$ cat src/uart_ring_buffers_realtime_intercept_macros.svh
// Assertion helpers used by the top-level ring buffer RTL file.
`ifndef UART_RING_BUFFERS_REALTIME_INTERCEPT_MACROS_SVH
`define UART_RING_BUFFERS_REALTIME_INTERCEPT_MACROS_SVH

// Same-cycle implication, disabled while in reset.
`define URBRI_ASSERT_IMPL(lbl, ante, cons, msg) \
  lbl: assert property (@(posedge clk) disable iff (!rst_n) (ante) |-> (cons)) \
    else $error(msg);

// Next-cycle implication, disabled while in reset.
`define URBRI_ASSERT_NEXT(lbl, ante, cons, msg) \
  lbl: assert property (@(posedge clk) disable iff (!rst_n) (ante) |=> (cons)) \
    else $error(msg);

`endif

$ cat src/urbri_pkg.sv
`timescale 1ns / 1ps

package urbri_pkg;

  localparam int RX_DEPTH = 128;
  localparam int TX_DEPTH = 64;
  localparam int RX_PW    = $clog2(RX_DEPTH);
  localparam int TX_PW    = $clog2(TX_DEPTH);
  localparam int RX_CW    = 7;
  localparam int TX_CW    = 6;
  localparam int BYTE_W   = 8;
  localparam int CFG_IW   = 3;

  typedef enum logic [2:0] {
    CMD_LINE_RX   = 3'd0,
    CMD_HOST_READ = 3'd1,
    CMD_HOST_WR   = 3'd2,
    CMD_TX_READY  = 3'd3,
    CMD_RX_FLUSH  = 3'd4
  } cmd_t;

  typedef enum logic [2:0] {
    EV_NONE   = 3'd0,
    EV_STATUS = 3'd1,
    EV_CYCLE  = 3'd2,
    EV_HOLD   = 3'd3,
    EV_DOOR   = 3'd4,
    EV_RESET  = 3'd5
  } rt_event_t;

  typedef enum logic [2:0] {
    REG_STATUS = 3'd0,
    REG_CYCLE  = 3'd1,
    REG_HOLD   = 3'd2,
    REG_DOOR   = 3'd3,
    REG_RESET  = 3'd4
  } cfg_reg_t;

  typedef struct packed {
    logic [BYTE_W-1:0] status_code;
    logic [BYTE_W-1:0] cycle_code;
    logic [BYTE_W-1:0] hold_code;
    logic [BYTE_W-1:0] door_code;
    logic [BYTE_W-1:0] reset_code;
  } rt_codes_t;

endpackage

$ cat src/urbri_ram.sv
`timescale 1ns / 1ps

module urbri_ram #(
  parameter int WIDTH = 8,
  parameter int DEPTH = 64
) (
  input  logic                     clk,
  input  logic                     we,
  input  logic [$clog2(DEPTH)-1:0] waddr,
  input  logic [WIDTH-1:0]         wdata,
  input  logic                     re,
  input  logic [$clog2(DEPTH)-1:0] raddr,
  output logic [WIDTH-1:0]         rdata
);

  logic [WIDTH-1:0] mem [DEPTH];
  logic [WIDTH-1:0] rdata_r;

  always_ff @(posedge clk) begin
    if (we) begin
      mem[waddr] <= wdata;
    end
    if (re) begin
      rdata_r <= mem[raddr];
    end
  end

  assign rdata = rdata_r;

endmodule

$ cat src/urbri_match.sv
`timescale 1ns / 1ps

module urbri_match (
  input  logic [7:0]          data,
  input  urbri_pkg::rt_codes_t codes,
  output urbri_pkg::rt_event_t ev
);
  import urbri_pkg::*;

  // first match wins: status, cycle start, feed hold, door, reset
  always_comb begin
    if (data == codes.status_code) begin
      ev = EV_STATUS;
    end else if (data == codes.cycle_code) begin
      ev = EV_CYCLE;
    end else if (data == codes.hold_code) begin
      ev = EV_HOLD;
    end else if (data == codes.door_code) begin
      ev = EV_DOOR;
    end else if (data == codes.reset_code) begin
      ev = EV_RESET;
    end else begin
      ev = EV_NONE;
    end
  end

endmodule

$ cat src/uart_ring_buffers_realtime_intercept.sv
`timescale 1ns / 1ps

// Receive and transmit byte rings with realtime command intercept. One request is taken per
// clock while out_ready is high; its result appears on the out_ channel in the next cycle, and
// a new request is taken in the same cycle that the previous result is taken. Each request
// does at most one access to each ring's RAM, whose registered read port supplies rx_byte and
// tx_byte with the result. A ring of depth N holds at most N-1 bytes. The rings need no
// clearing after reset: only written entries are ever read.
module uart_ring_buffers_realtime_intercept (
  input  logic       clk,
  input  logic       rst_n,
  input  logic       in_valid,
  output logic       in_ready,
  input  logic [2:0] in_cmd,
  input  logic [7:0] in_data,
  output logic       out_valid,
  input  logic       out_ready,
  output logic [7:0] out_rx_byte,
  output logic       out_rx_valid,
  output logic [2:0] out_rt_event,
  output logic       out_rx_dropped,
  output logic [7:0] out_tx_byte,
  output logic       out_tx_valid,
  output logic       out_tx_accepted,
  output logic       out_tx_idle,
  output logic [6:0] out_rx_count,
  output logic [5:0] out_tx_count,
  input  logic       cfg_we,
  input  logic [urbri_pkg::CFG_IW-1:0] cfg_index,
  input  logic [7:0] cfg_wdata
);
  import urbri_pkg::*;
`include "uart_ring_buffers_realtime_intercept_macros.svh"

  rt_codes_t codes_r;
  rt_event_t ev;

  logic [RX_PW-1:0] rx_head_r, rx_tail_r, rx_head_nxt, rx_tail_nxt, rx_head_inc, rx_tail_inc;
  logic [TX_PW-1:0] tx_head_r, tx_tail_r, tx_head_nxt, tx_tail_nxt, tx_head_inc, tx_tail_inc;
  logic             rx_empty, rx_full, tx_empty, tx_full;
  logic             acc;
  logic             rx_we, rx_re, tx_we, tx_re;
  logic [7:0]       rx_rdata, tx_rdata;
  logic [RX_PW:0]   rx_diff;
  logic [TX_PW:0]   tx_diff;

  logic             out_valid_r, out_valid_nxt;
  logic             rx_valid_r, rx_dropped_r, tx_valid_r, tx_accepted_r, tx_idle_r;
  rt_event_t        ev_r, ev_nxt;
  logic             rx_dropped_nxt, tx_accepted_nxt;
  logic [RX_CW-1:0] rx_count_r;
  logic [TX_CW-1:0] tx_count_r;

  // configuration registers
  always_ff @(posedge clk) begin
    if (!rst_n) begin
      codes_r.status_code <= 8'd63;
      codes_r.cycle_code  <= 8'd126;
      codes_r.hold_code   <= 8'd33;
      codes_r.door_code   <= 8'd64;
      codes_r.reset_code  <= 8'd24;
    end else if (cfg_we) begin
      case (cfg_index)
        REG_STATUS: codes_r.status_code <= cfg_wdata;
        REG_CYCLE:  codes_r.cycle_code  <= cfg_wdata;
        REG_HOLD:   codes_r.hold_code   <= cfg_wdata;
        REG_DOOR:   codes_r.door_code   <= cfg_wdata;
        REG_RESET:  codes_r.reset_code  <= cfg_wdata;
        default: ;
      endcase
    end
  end

  urbri_match u_match (
    .data  (in_data),
    .codes (codes_r),
    .ev    (ev)
  );

  assign in_ready = !out_valid_r || out_ready;
  assign acc      = in_valid && in_ready;

  assign rx_head_inc = (rx_head_r == RX_PW'(RX_DEPTH - 1)) ? '0 : rx_head_r + 1'b1;
  assign rx_tail_inc = (rx_tail_r == RX_PW'(RX_DEPTH - 1)) ? '0 : rx_tail_r + 1'b1;
  assign tx_head_inc = (tx_head_r == TX_PW'(TX_DEPTH - 1)) ? '0 : tx_head_r + 1'b1;
  assign tx_tail_inc = (tx_tail_r == TX_PW'(TX_DEPTH - 1)) ? '0 : tx_tail_r + 1'b1;
  assign rx_empty    = rx_head_r == rx_tail_r;
  assign rx_full     = rx_head_inc == rx_tail_r;
  assign tx_empty    = tx_head_r == tx_tail_r;
  assign tx_full     = tx_head_inc == tx_tail_r;

  always_comb begin
    rx_we           = 1'b0;
    rx_re           = 1'b0;
    tx_we           = 1'b0;
    tx_re           = 1'b0;
    ev_nxt          = EV_NONE;
    rx_dropped_nxt  = 1'b0;
    tx_accepted_nxt = 1'b0;
    rx_head_nxt     = rx_head_r;
    rx_tail_nxt     = rx_tail_r;
    tx_head_nxt     = tx_head_r;
    tx_tail_nxt     = tx_tail_r;
    case (in_cmd)
      CMD_LINE_RX: begin
        ev_nxt = ev;
        if (ev == EV_NONE) begin
          if (rx_full) begin
            rx_dropped_nxt = 1'b1;
          end else begin
            rx_we       = acc;
            rx_head_nxt = rx_head_inc;
          end
        end
      end
      CMD_HOST_READ: begin
        if (!rx_empty) begin
          rx_re       = acc;
          rx_tail_nxt = rx_tail_inc;
        end
      end
      CMD_HOST_WR: begin
        if (!tx_full) begin
          tx_we           = acc;
          tx_head_nxt     = tx_head_inc;
          tx_accepted_nxt = 1'b1;
        end
      end
      CMD_TX_READY: begin
        if (!tx_empty) begin
          tx_re       = acc;
          tx_tail_nxt = tx_tail_inc;
        end
      end
      CMD_RX_FLUSH: begin
        rx_tail_nxt = rx_head_r;
      end
      default: ;
    endcase
  end

  // fill counts from the updated pointers
  always_comb begin
    rx_diff = {1'b0, rx_head_nxt} - {1'b0, rx_tail_nxt};
    if (rx_head_nxt < rx_tail_nxt) begin
      rx_diff = rx_diff + (RX_PW + 1)'(RX_DEPTH);
    end
    tx_diff = {1'b0, tx_head_nxt} - {1'b0, tx_tail_nxt};
    if (tx_head_nxt < tx_tail_nxt) begin
      tx_diff = tx_diff + (TX_PW + 1)'(TX_DEPTH);
    end
  end

  urbri_ram #(.WIDTH(8), .DEPTH(RX_DEPTH)) u_rx_ram (
    .clk   (clk),
    .we    (rx_we),
    .waddr (rx_head_r),
    .wdata (in_data),
    .re    (rx_re),
    .raddr (rx_tail_r),
    .rdata (rx_rdata)
  );

  urbri_ram #(.WIDTH(8), .DEPTH(TX_DEPTH)) u_tx_ram (
    .clk   (clk),
    .we    (tx_we),
    .waddr (tx_head_r),
    .wdata (in_data),
    .re    (tx_re),
    .raddr (tx_tail_r),
    .rdata (tx_rdata)
  );

  assign out_valid_nxt = acc ? 1'b1 : (out_ready ? 1'b0 : out_valid_r);

  always_ff @(posedge clk) begin
    if (!rst_n) begin
      rx_head_r     <= '0;
      rx_tail_r     <= '0;
      tx_head_r     <= '0;
      tx_tail_r     <= '0;
      out_valid_r   <= 1'b0;
      rx_valid_r    <= 1'b0;
      ev_r          <= EV_NONE;
      rx_dropped_r  <= 1'b0;
      tx_valid_r    <= 1'b0;
      tx_accepted_r <= 1'b0;
      tx_idle_r     <= 1'b1;
      rx_count_r    <= '0;
      tx_count_r    <= '0;
    end else begin
      out_valid_r <= out_valid_nxt;
      if (acc) begin
        rx_head_r     <= rx_head_nxt;
        rx_tail_r     <= rx_tail_nxt;
        tx_head_r     <= tx_head_nxt;
        tx_tail_r     <= tx_tail_nxt;
        rx_valid_r    <= rx_re;
        ev_r          <= ev_nxt;
        rx_dropped_r  <= rx_dropped_nxt;
        tx_valid_r    <= tx_re;
        tx_accepted_r <= tx_accepted_nxt;
        tx_idle_r     <= tx_head_nxt == tx_tail_nxt;
        rx_count_r    <= RX_CW'(rx_diff);
        tx_count_r    <= TX_CW'(tx_diff);
      end
    end
  end

  assign out_valid       = out_valid_r;
  assign out_rx_byte     = rx_valid_r ? rx_rdata : 8'd0;
  assign out_rx_valid    = rx_valid_r;
  assign out_rt_event    = ev_r;
  assign out_rx_dropped  = rx_dropped_r;
  assign out_tx_byte     = tx_valid_r ? tx_rdata : 8'd0;
  assign out_tx_valid    = tx_valid_r;
  assign out_tx_accepted = tx_accepted_r;
  assign out_tx_idle     = tx_idle_r;
  assign out_rx_count    = rx_count_r;
  assign out_tx_count    = tx_count_r;

  `URBRI_ASSERT_NEXT(a_empty_read, acc && in_cmd == CMD_HOST_READ && rx_empty, !rx_valid_r, "read of empty receive ring returned a byte")
  `URBRI_ASSERT_NEXT(a_flush, acc && in_cmd == CMD_RX_FLUSH, rx_head_r == rx_tail_r, "flush left bytes in receive ring")
  `URBRI_ASSERT_IMPL(a_one_outcome, out_valid_r, $onehot0({rx_valid_r, rx_dropped_r, tx_valid_r, tx_accepted_r}), "more than one outcome flagged")
  `URBRI_ASSERT_IMPL(a_drop_no_event, out_valid_r && rx_dropped_r, ev_r == EV_NONE, "dropped byte also reported as event")

endmodule

$ cat config.mk
export PLATFORM = sky130hd
export DESIGN_NAME = uart_ring_buffers_realtime_intercept
export DESIGN_NICKNAME = d
export VERILOG_FILES = /design/src/urbri_pkg.sv /design/src/urbri_ram.sv /design/src/urbri_match.sv /design/src/uart_ring_buffers_realtime_intercept.sv
export VERILOG_INCLUDE_DIRS = /design/src /design/src/src
export SDC_FILE = /design/constraint.sdc
export NUM_CORES = 2
export LEC_CHECK = 0
export BUFFER_PORTS_ARGS = -buffer_cell sky130_fd_sc_hd__buf_2
export CAP_MARGIN = 20
export CORE_UTILIZATION = 50
export DETAILED_ROUTE_END_ITERATION = 8
export HOLD_SLACK_MARGIN = 0.08
export PLACE_DENSITY = 0.66
export SLEW_MARGIN = 10
export SYNTH_ARGS = -nofsm -noshare
export SYNTH_HDL_FRONTEND = slang
export SYNTH_SLANG_ARGS = --single-unit
$ cat constraint.sdc
create_clock -name clk -period 8.37 [get_ports clk]
set_input_delay 0.4185 -clock clk [delete_from_list [all_inputs] [get_ports clk]]
set_output_delay 0.4185 -clock clk [all_outputs]
set_load 0.005 [all_outputs]
* Word-level counts from Yosys, hierarchy flattened
Memory sizes are Yosys's and may differ from the RTL's. A register that Yosys moved wholly into a read port is not among the register bits.
Index checks and enable logic that the tools add are counted.
** Cells by class
- Add/subtract/negate cells :: 8
- Order comparisons :: 2
- Equal/unequal tests :: 22
- Multiplexer cells :: 43
- Reduce and logical (&&, ||, !) cells :: 12
** Operator list (number)
- 2-to-1 mux 7 bit :: 7
- 2-to-1 mux 6 bit :: 7
- == test 8 bit :: 5
- adder 7 x 1 -> 7 bit (second input constant) :: 3
- 2-to-1 mux 1 bit :: 20
- adder 6 x 1 -> 6 bit (second input constant) :: 3
- == test 6 bit :: 3
- 2-to-1 mux 3 bit :: 6
- 2-to-1 mux 8 bit :: 2
- == test 7 bit :: 2
- == test 7 bit (second input constant) :: 2
- case mux 7 bit (2 select lines) :: 1
- == test 3 x 2 -> 1 bit (second input constant) :: 4
- == test 6 bit (second input constant) :: 2
- AND reduction 2 bit :: 5
- logical NOT 3 bit :: 3
- less-than comparator 7 bit :: 1
- subtractor 7 bit :: 1
- == test 3 x 1 -> 1 bit (second input constant) :: 2
- == test 3 bit (second input constant) :: 2
- less-than comparator 6 bit :: 1
- subtractor 6 bit :: 1
- nonzero test 2 bit :: 1
- logical AND 1 bit :: 1
- other kinds (2) :: 2
** Word-level totals
- Bits in registers :: 88
- Memory bits (writable) :: 1536
- Input bits :: 27
- Output and inout port bits :: 39
- Word-level logic and storage cells :: 107
- Memories :: 2
** Memories
- u_rx_ram.mem :: depth 128, bits a word 8, rd ports 1, clocked after memory_dff 1, wr ports 1, line urbri_ram.sv:16 : logic [WIDTH-1:0] mem [DEPTH];
- u_tx_ram.mem :: depth 64, bits a word 8, rd ports 1, clocked after memory_dff 1, wr ports 1, line urbri_ram.sv:16

* Depth between registers and ports, before layout
- Word-level depth :: 12
- Mapped depth :: 20
- Depth with buffers taken out :: 18

* By module
A second synthesis with hierarchy kept.
** Second synthesis, totals
- Cell total of the unflattened synthesis :: 3285
- Area total of the unflattened synthesis :: 65617.9 um2
** By module, submodules not included
- urbri_ram (u_rx_ram) :: instances 1, cells an instance 1635, area each 39745.6 um2, seq. area each 30989.7 um2
- urbri_ram (u_tx_ram) :: instances 1, cells an instance 940, area each 20246.9 um2, seq. area each 15615.0 um2
- uart_ring_buffers_realtime_intercept :: instances 1, cells an instance 641, area each 5077.4 um2, seq. area each 1761.7 um2
- urbri_match :: instances 1, cells an instance 69, area each 548.0 um2, seq. area each 0.0 um2

* Worst setup path after synthesis
OpenSTA, ideal clock, no wires.
- Path kind :: flip-flop to flip-flop
- From :: register rx_head_r[0]
- To :: register rx_count_r[6], in the netlist out_rx_count[6]
- Library setup time :: 0.106 ns
- Arrival time :: 3.945 ns
- Required time :: 8.264 ns
- Slack :: 4.319 ns
- Cell stages (with the launch flop) :: 19
- Buffers on the path :: 2
- Clock period less this slack :: 4.051 ns
- Cell sequence :: dfxtp_1 buf_1 inv_1 o22a_1 o32ai_1 a211o_1 buf_2 nor3_1 a21oi_1 ha_1 inv_1 fa_1 a21o_1 a21oi_1 nor2_1 o311ai_0 xnor2_1 nand3_1 o311ai_0
** Between the ends
- Cells in the longest elaborated chain, start to end :: 9
- Elaborated cells on any way between the ends :: 14
- Those cells by class :: 3 x add/sub; 1 x order compare; 3 x eq/ne; 7 x mux
** Ends and longest elaborated chain
- start: declaration :: line uart_ring_buffers_realtime_intercept.sv:38 : logic [RX_PW-1:0] rx_head_r, rx_tail_r, rx_head_nxt, rx_tail_nxt, rx_head_inc, rx_tail_inc;
- start signal: assignment :: line uart_ring_buffers_realtime_intercept.sv:194 : rx_head_r <= rx_head_nxt;
- adder 7 x 1 -> 7 bit / == test 7 bit (equally long branches) :: line uart_ring_buffers_realtime_intercept.sv:83 : assign rx_head_inc = (rx_head_r == RX_PW'(RX_DEPTH - 1)) ? '0 : rx_head_r + 1'b1;
- 2-to-1 mux 7 bit :: line uart_ring_buffers_realtime_intercept.sv:83
- == test 7 bit :: line uart_ring_buffers_realtime_intercept.sv:88 : assign rx_full = rx_head_inc == rx_tail_r;
- 2-to-1 mux 7 bit :: line uart_ring_buffers_realtime_intercept.sv:108 : if (rx_full) begin
- 2-to-1 mux 7 bit :: line uart_ring_buffers_realtime_intercept.sv:107 : if (ev == EV_NONE) begin
- 2-to-1 mux 7 bit :: line uart_ring_buffers_realtime_intercept.sv:104 : case (in_cmd)
- subtractor 7 bit :: line uart_ring_buffers_realtime_intercept.sv:144 : rx_diff = {1'b0, rx_head_nxt} - {1'b0, rx_tail_nxt};
- adder 7 x 1 -> 7 bit :: line uart_ring_buffers_realtime_intercept.sv:146 : rx_diff = rx_diff + (RX_PW + 1)'(RX_DEPTH);
- 2-to-1 mux 7 bit (*) :: line uart_ring_buffers_realtime_intercept.sv:145 : if (rx_head_nxt < rx_tail_nxt) begin
- end signal: assignment :: line uart_ring_buffers_realtime_intercept.sv:204 : rx_count_r <= RX_CW'(rx_diff);
- end: declaration :: line uart_ring_buffers_realtime_intercept.sv:51 : logic [RX_CW-1:0] rx_count_r;
Mark *: on every way between the ends. The rest lies on a longest branch, timed or not.
A chain may end at the register's enable or synchronous reset.

* Worst setup path after layout
- From :: register rx_tail_r[0]
- To :: register rx_count_r[6], in the netlist out_rx_count[6]
** Between the ends
- Cells in the longest elaborated chain, start to end :: 7
- Elaborated cells on any way between the ends :: 14
- Those cells by class :: 3 x add/sub; 1 x order compare; 3 x eq/ne; 7 x mux
** Ends and longest elaborated chain
- start: declaration :: line uart_ring_buffers_realtime_intercept.sv:38
- start signal: assignment :: line uart_ring_buffers_realtime_intercept.sv:195 : rx_tail_r <= rx_tail_nxt;
- adder 7 x 1 -> 7 bit, or another cell as far along :: line uart_ring_buffers_realtime_intercept.sv:84 : assign rx_tail_inc = (rx_tail_r == RX_PW'(RX_DEPTH - 1)) ? '0 : rx_tail_r + 1'b1;
- 2-to-1 mux 7 bit (on tied branches) :: line uart_ring_buffers_realtime_intercept.sv:84, uart_ring_buffers_realtime_intercept.sv:108
- 2-to-1 mux 7 bit (on tied branches) :: line uart_ring_buffers_realtime_intercept.sv:117, uart_ring_buffers_realtime_intercept.sv:107
- case mux 7 bit (2 select lines) / 2-to-1 mux 7 bit (equally long branches) :: line uart_ring_buffers_realtime_intercept.sv:104
- subtractor 7 bit :: line uart_ring_buffers_realtime_intercept.sv:144
- adder 7 x 1 -> 7 bit :: line uart_ring_buffers_realtime_intercept.sv:146
- 2-to-1 mux 7 bit (*) :: line uart_ring_buffers_realtime_intercept.sv:145
Marked as above.

==> reports/summary.md <==
### Status
- outcome: finished clean

### Synth
- area of the mapped netlist: 65720 µm²
- largest family of logic cells by synthesized area: multiplexers
- top area cells in the synthesized netlist: edfxtp_1 71%, mux4_2 12%, mux2i_1 2.8%
- Post-Synth Simple-Gate Area: 4.658%
- total number of yosys warnings: 0
- register area share after synthesis: 73.59%
- post-synthesis area per instance: 18.47 µm²
- Yosys top cell by area: edfxtp_1
- multiplexer area fraction after synthesis: 15.31%
- number of standard cells after synthesis: 3559
- most frequent cell after synthesis: edfxtp_1
- xor/xnor cell area share of the yosys netlist: 1.089%
- adder-cell share of the synthesized area: 0.3465%
- area fraction in compound gates after synthesis: 3.491%
- leading register cell type out of synthesis: edfxtp_1
- flop and latch count out of synthesis: 1640
- count of different cell masters after synthesis: 70
- FFs w/ async S/R, synth: 0%
- post-synthesis net count: 3603
- Post-synth top cells: 1552 x edfxtp_1, 352 x mux4_2, 295 x nor2_1, 188 x nand2_1, 182 x mux2i_1
- count of flip-flops with a built-in enable after synthesis: 1552
- Yosys top cell area share: 70.91%

### Setup path
- required time at the endpoint of the critical path: 9050 ps
- CP max FO: 42
- WS Path Type: reg2reg
- Crit. End Element: flip-flop
- data arrival time of the worst path: 6010 ps
- CP startpoint kind: flip-flop
- path depth of the worst reg2reg path: 16

### Place
- detailed placement HPWL: 90140 µm
- I/O Buffers: 65
- gp weighted congestion: 0.8635

### Pwr
- power density normalized to cell area: 233.3 nW/µm²
- Design Power: 17.09 mW
- worst supply voltage drop on vdd: 200.8 µV
- leak pwr: 22.21 nW

### STA
- final-report setup violation count: 0
- Min Clock Period, post-route: 5327 ps
- Tcrit/Tclk final: 63.64%
- skew final: 54.28 ps
- total negative setup slack: 0 ps
- count of pins over their slew limit: 0
- unrepaired setup endpoints after global routing: no
- worst-case headroom to the max-slew limit: 21.33%
- number of hold violations in the final report: 0
- achievable clock frequency: 187.7 MHz
- Slew @ Worst Pin: 1175 ps

### Global route
- vias in the first global route: 33330
- initial antenna violation count: 6
- Total GRT Usage: 22.68%
- first-pass GRT wire length: 220200 µm
- largest net degree at the start of global routing: 136
- leftover overflow at the end of global routing: 0

### CTS
- Post-CTS Hold Buffers: 17
- Root Buffer: clkbuf_16
- Clock Tree Buf Depth: 3
- clock transition at the register clock pins on the worst setup and hold paths after CTS: 60 ps
- later-pin clock latency in the skew report: 800 ps
- CTS tree: built
- post-CTS setup buffer count: 0
- CTS Buf Count: 164
- total clock sinks: 1640
- quantity of gates resized following cts: 0
- maximum level of the CTS H-tree: 4

### Layout
- register cell area after layout: 48390 µm²
- final antenna diode count: 0
- number of inserted filler cells in the final layout: 9723
- share of final-layout standard cells stronger than drive strength 1: 19.70%
- signed area change from the synthesized netlist to the final layout: 11.43%
- multi-input combinational cell area: 16370 µm²
- post-layout net count: 3688

### Drt
- count of unresolved DRC violations after routing: 0
- 1st-iter DRT viols: 3594
- overall via count from detail_route: 33100
- number of routed nets with antenna violations: 0
- routed vias/inst: 6.009
- Initial DRT Pass Iterations: 7
- average wire per cell in the routed design: 27.02 µm
- final wirelength: 148800 µm

### Run
- Max Cap Viol: 0

### Die
- cell row count: 132
- io pins: 66
- Die Area: 132900 µm²
- die boundary height: 364.6 µm
- Initial Util: 50.57%
- area of the core: 130000 µm²
- DIE WIDTH: 364.6 µm

### Worst hold path
- Hold Path Depth: 1
- path class of the lowest-slack min-delay path: in2reg

[final timing paths]
check	end	slack (ps)	startpoint
worst max-delay path	out_rx_count[6]$_SDFFE_PN0P_	3040	rx_tail_r[0]$_SDFFE_PN0P_
worst min-delay path	u_rx_ram.mem[42][6]$_DFFE_PP_	140	in_data[6]
worst max register to register	out_rx_count[6]$_SDFFE_PN0P_	3040	rx_tail_r[0]$_SDFFE_PN0P_
worst min register to register	out_tx_count[4]$_SDFFE_PN0P_	450	out_tx_count[4]$_SDFFE_PN0P_
[cell type report]
type | count | area share (%)
multi-input cells | 1685 | 22.35
clock buffers | 201 | 5.835
repair buffers | 134 | 1.298
well taps | 1742 | 2.976
flip-flops and latches | 1640 | 66.07
clock inverters | 88 | 1.372
inverters | 19 | 0.09738
[where the power goes]
part	leakage, nW	total [mW]	switching (mW)	internal [mW]
Combinational	5.00	0.866	0.528	0.338
Sequential	14.7	9.03	0.0420	8.99
Clock	2.54	7.19	3.10	4.09
[per-stage QoR]
stage	util, %	worst slack [ps]	cells	hold slack [ps]	instance area (µm²)
global route	56.34	2558	5509	121.8	73230
detailed placement	52.14	2898	5202	442.2	67780
CTS	56.34	3006	5508	91.16	73220
floorplan	-	4319	3559	448.1	65720
global placement	52.14	2841	5202	436.4	67780
finish	56.34	3043	5509	141.6	73230
[worst max-delay path, stage by stage, from the launching register on]
cell and delay (ps):
dfxtp_4 860, buf_4 810, nor2_1 120, a31oi_1 200
o32ai_1 200, a211o_1 510, a21oi_1 220, ha_1 190
inv_1 60, fa_1 400, a21o_1 190, a21oi_1 250
nor2_1 60, o311ai_0 450, xnor2_1 210, nand3_1 90
o311ai_0 280
[sequential cells by signal, indices dropped and copies added, names as in the netlist, 3 cells and up]
| signal | cells |
|---|---|
| u_rx_ram.rdata | 8 |
| u_tx_ram.rdata | 8 |
| u_tx_ram.mem | 512 |
| out_rt_event | 3 |
| rx_head_r | 7 |
| codes_r | 40 |
| rx_tail_r | 7 |
| out_tx_count | 6 |
| u_rx_ram.mem | 1024 |
| out_rx_count | 7 |
| tx_head_r | 6 |
| tx_tail_r | 6 |
[metal layers]
| layer | part of all wire (%) | global-route usage [%] | vias up |
|---|---|---|---|
| met1 | 42 | 32.23 | 17110 |
| met4 | 2.8 | 7.143 | 2 |
| met5 | 0.0074 | 0 | - |
| li1 | - | - | 14510 |
| met2 | 48 | 36.10 | 1245 |
| met3 | 6.7 | 3.785 | 242 |
[kinds of logic (layout without fill, tap and decap cells)]
| group | Yosys count | after routing |
|---|---|---|
| AND/OR/NAND/NOR | 677 | 677 |
| AO/OA/AOI/OAI | 349 | 349 |
| flip-flops | 1640 | 1640 |
| buffers and inverters | 234 | 442 |
| XOR/XNOR | 80 | 80 |
| adder cells (fa/ha/maj) | 17 | 17 |
| multiplexers | 562 | 562 |
[placed cells by master (no fill, tap or decap), drive strengths merged, types with 5 or more instances in the layout]
| master | netlist | routed |
|---|---|---|
| nand2b | 12 | 12 |
| mux4 | 352 | 352 |
| nand4 | 14 | 14 |
| o22ai | 43 | 43 |
| nand2 | 188 | 188 |
| a21oi | 108 | 108 |
| clkinv | 0 | 66 |
| nand3 | 41 | 41 |
| dfxtp | 88 | 88 |
| mux2 | 28 | 28 |
| o221ai | 58 | 58 |
| bufinv | 0 | 14 |
| xnor2 | 54 | 54 |
| ha | 15 | 15 |
| and2 | 26 | 26 |
| a211oi | 26 | 26 |
| o21ai | 59 | 59 |
| buf | 107 | 116 |
| nor3 | 34 | 34 |
| nand3b | 9 | 9 |
| nor2 | 295 | 295 |
| a21o | 12 | 12 |
| nor2b | 7 | 7 |
| clkbuf | 108 | 201 |
| nor4 | 22 | 22 |
| mux2i | 182 | 182 |
| dlygate4sd3 | 0 | 18 |
| or4 | 5 | 5 |
| o2111ai | 9 | 9 |
| inv | 19 | 23 |
| xor2 | 25 | 25 |
| edfxtp | 1552 | 1552 |
Note: power is estimated with default switching activity, not from simulation.
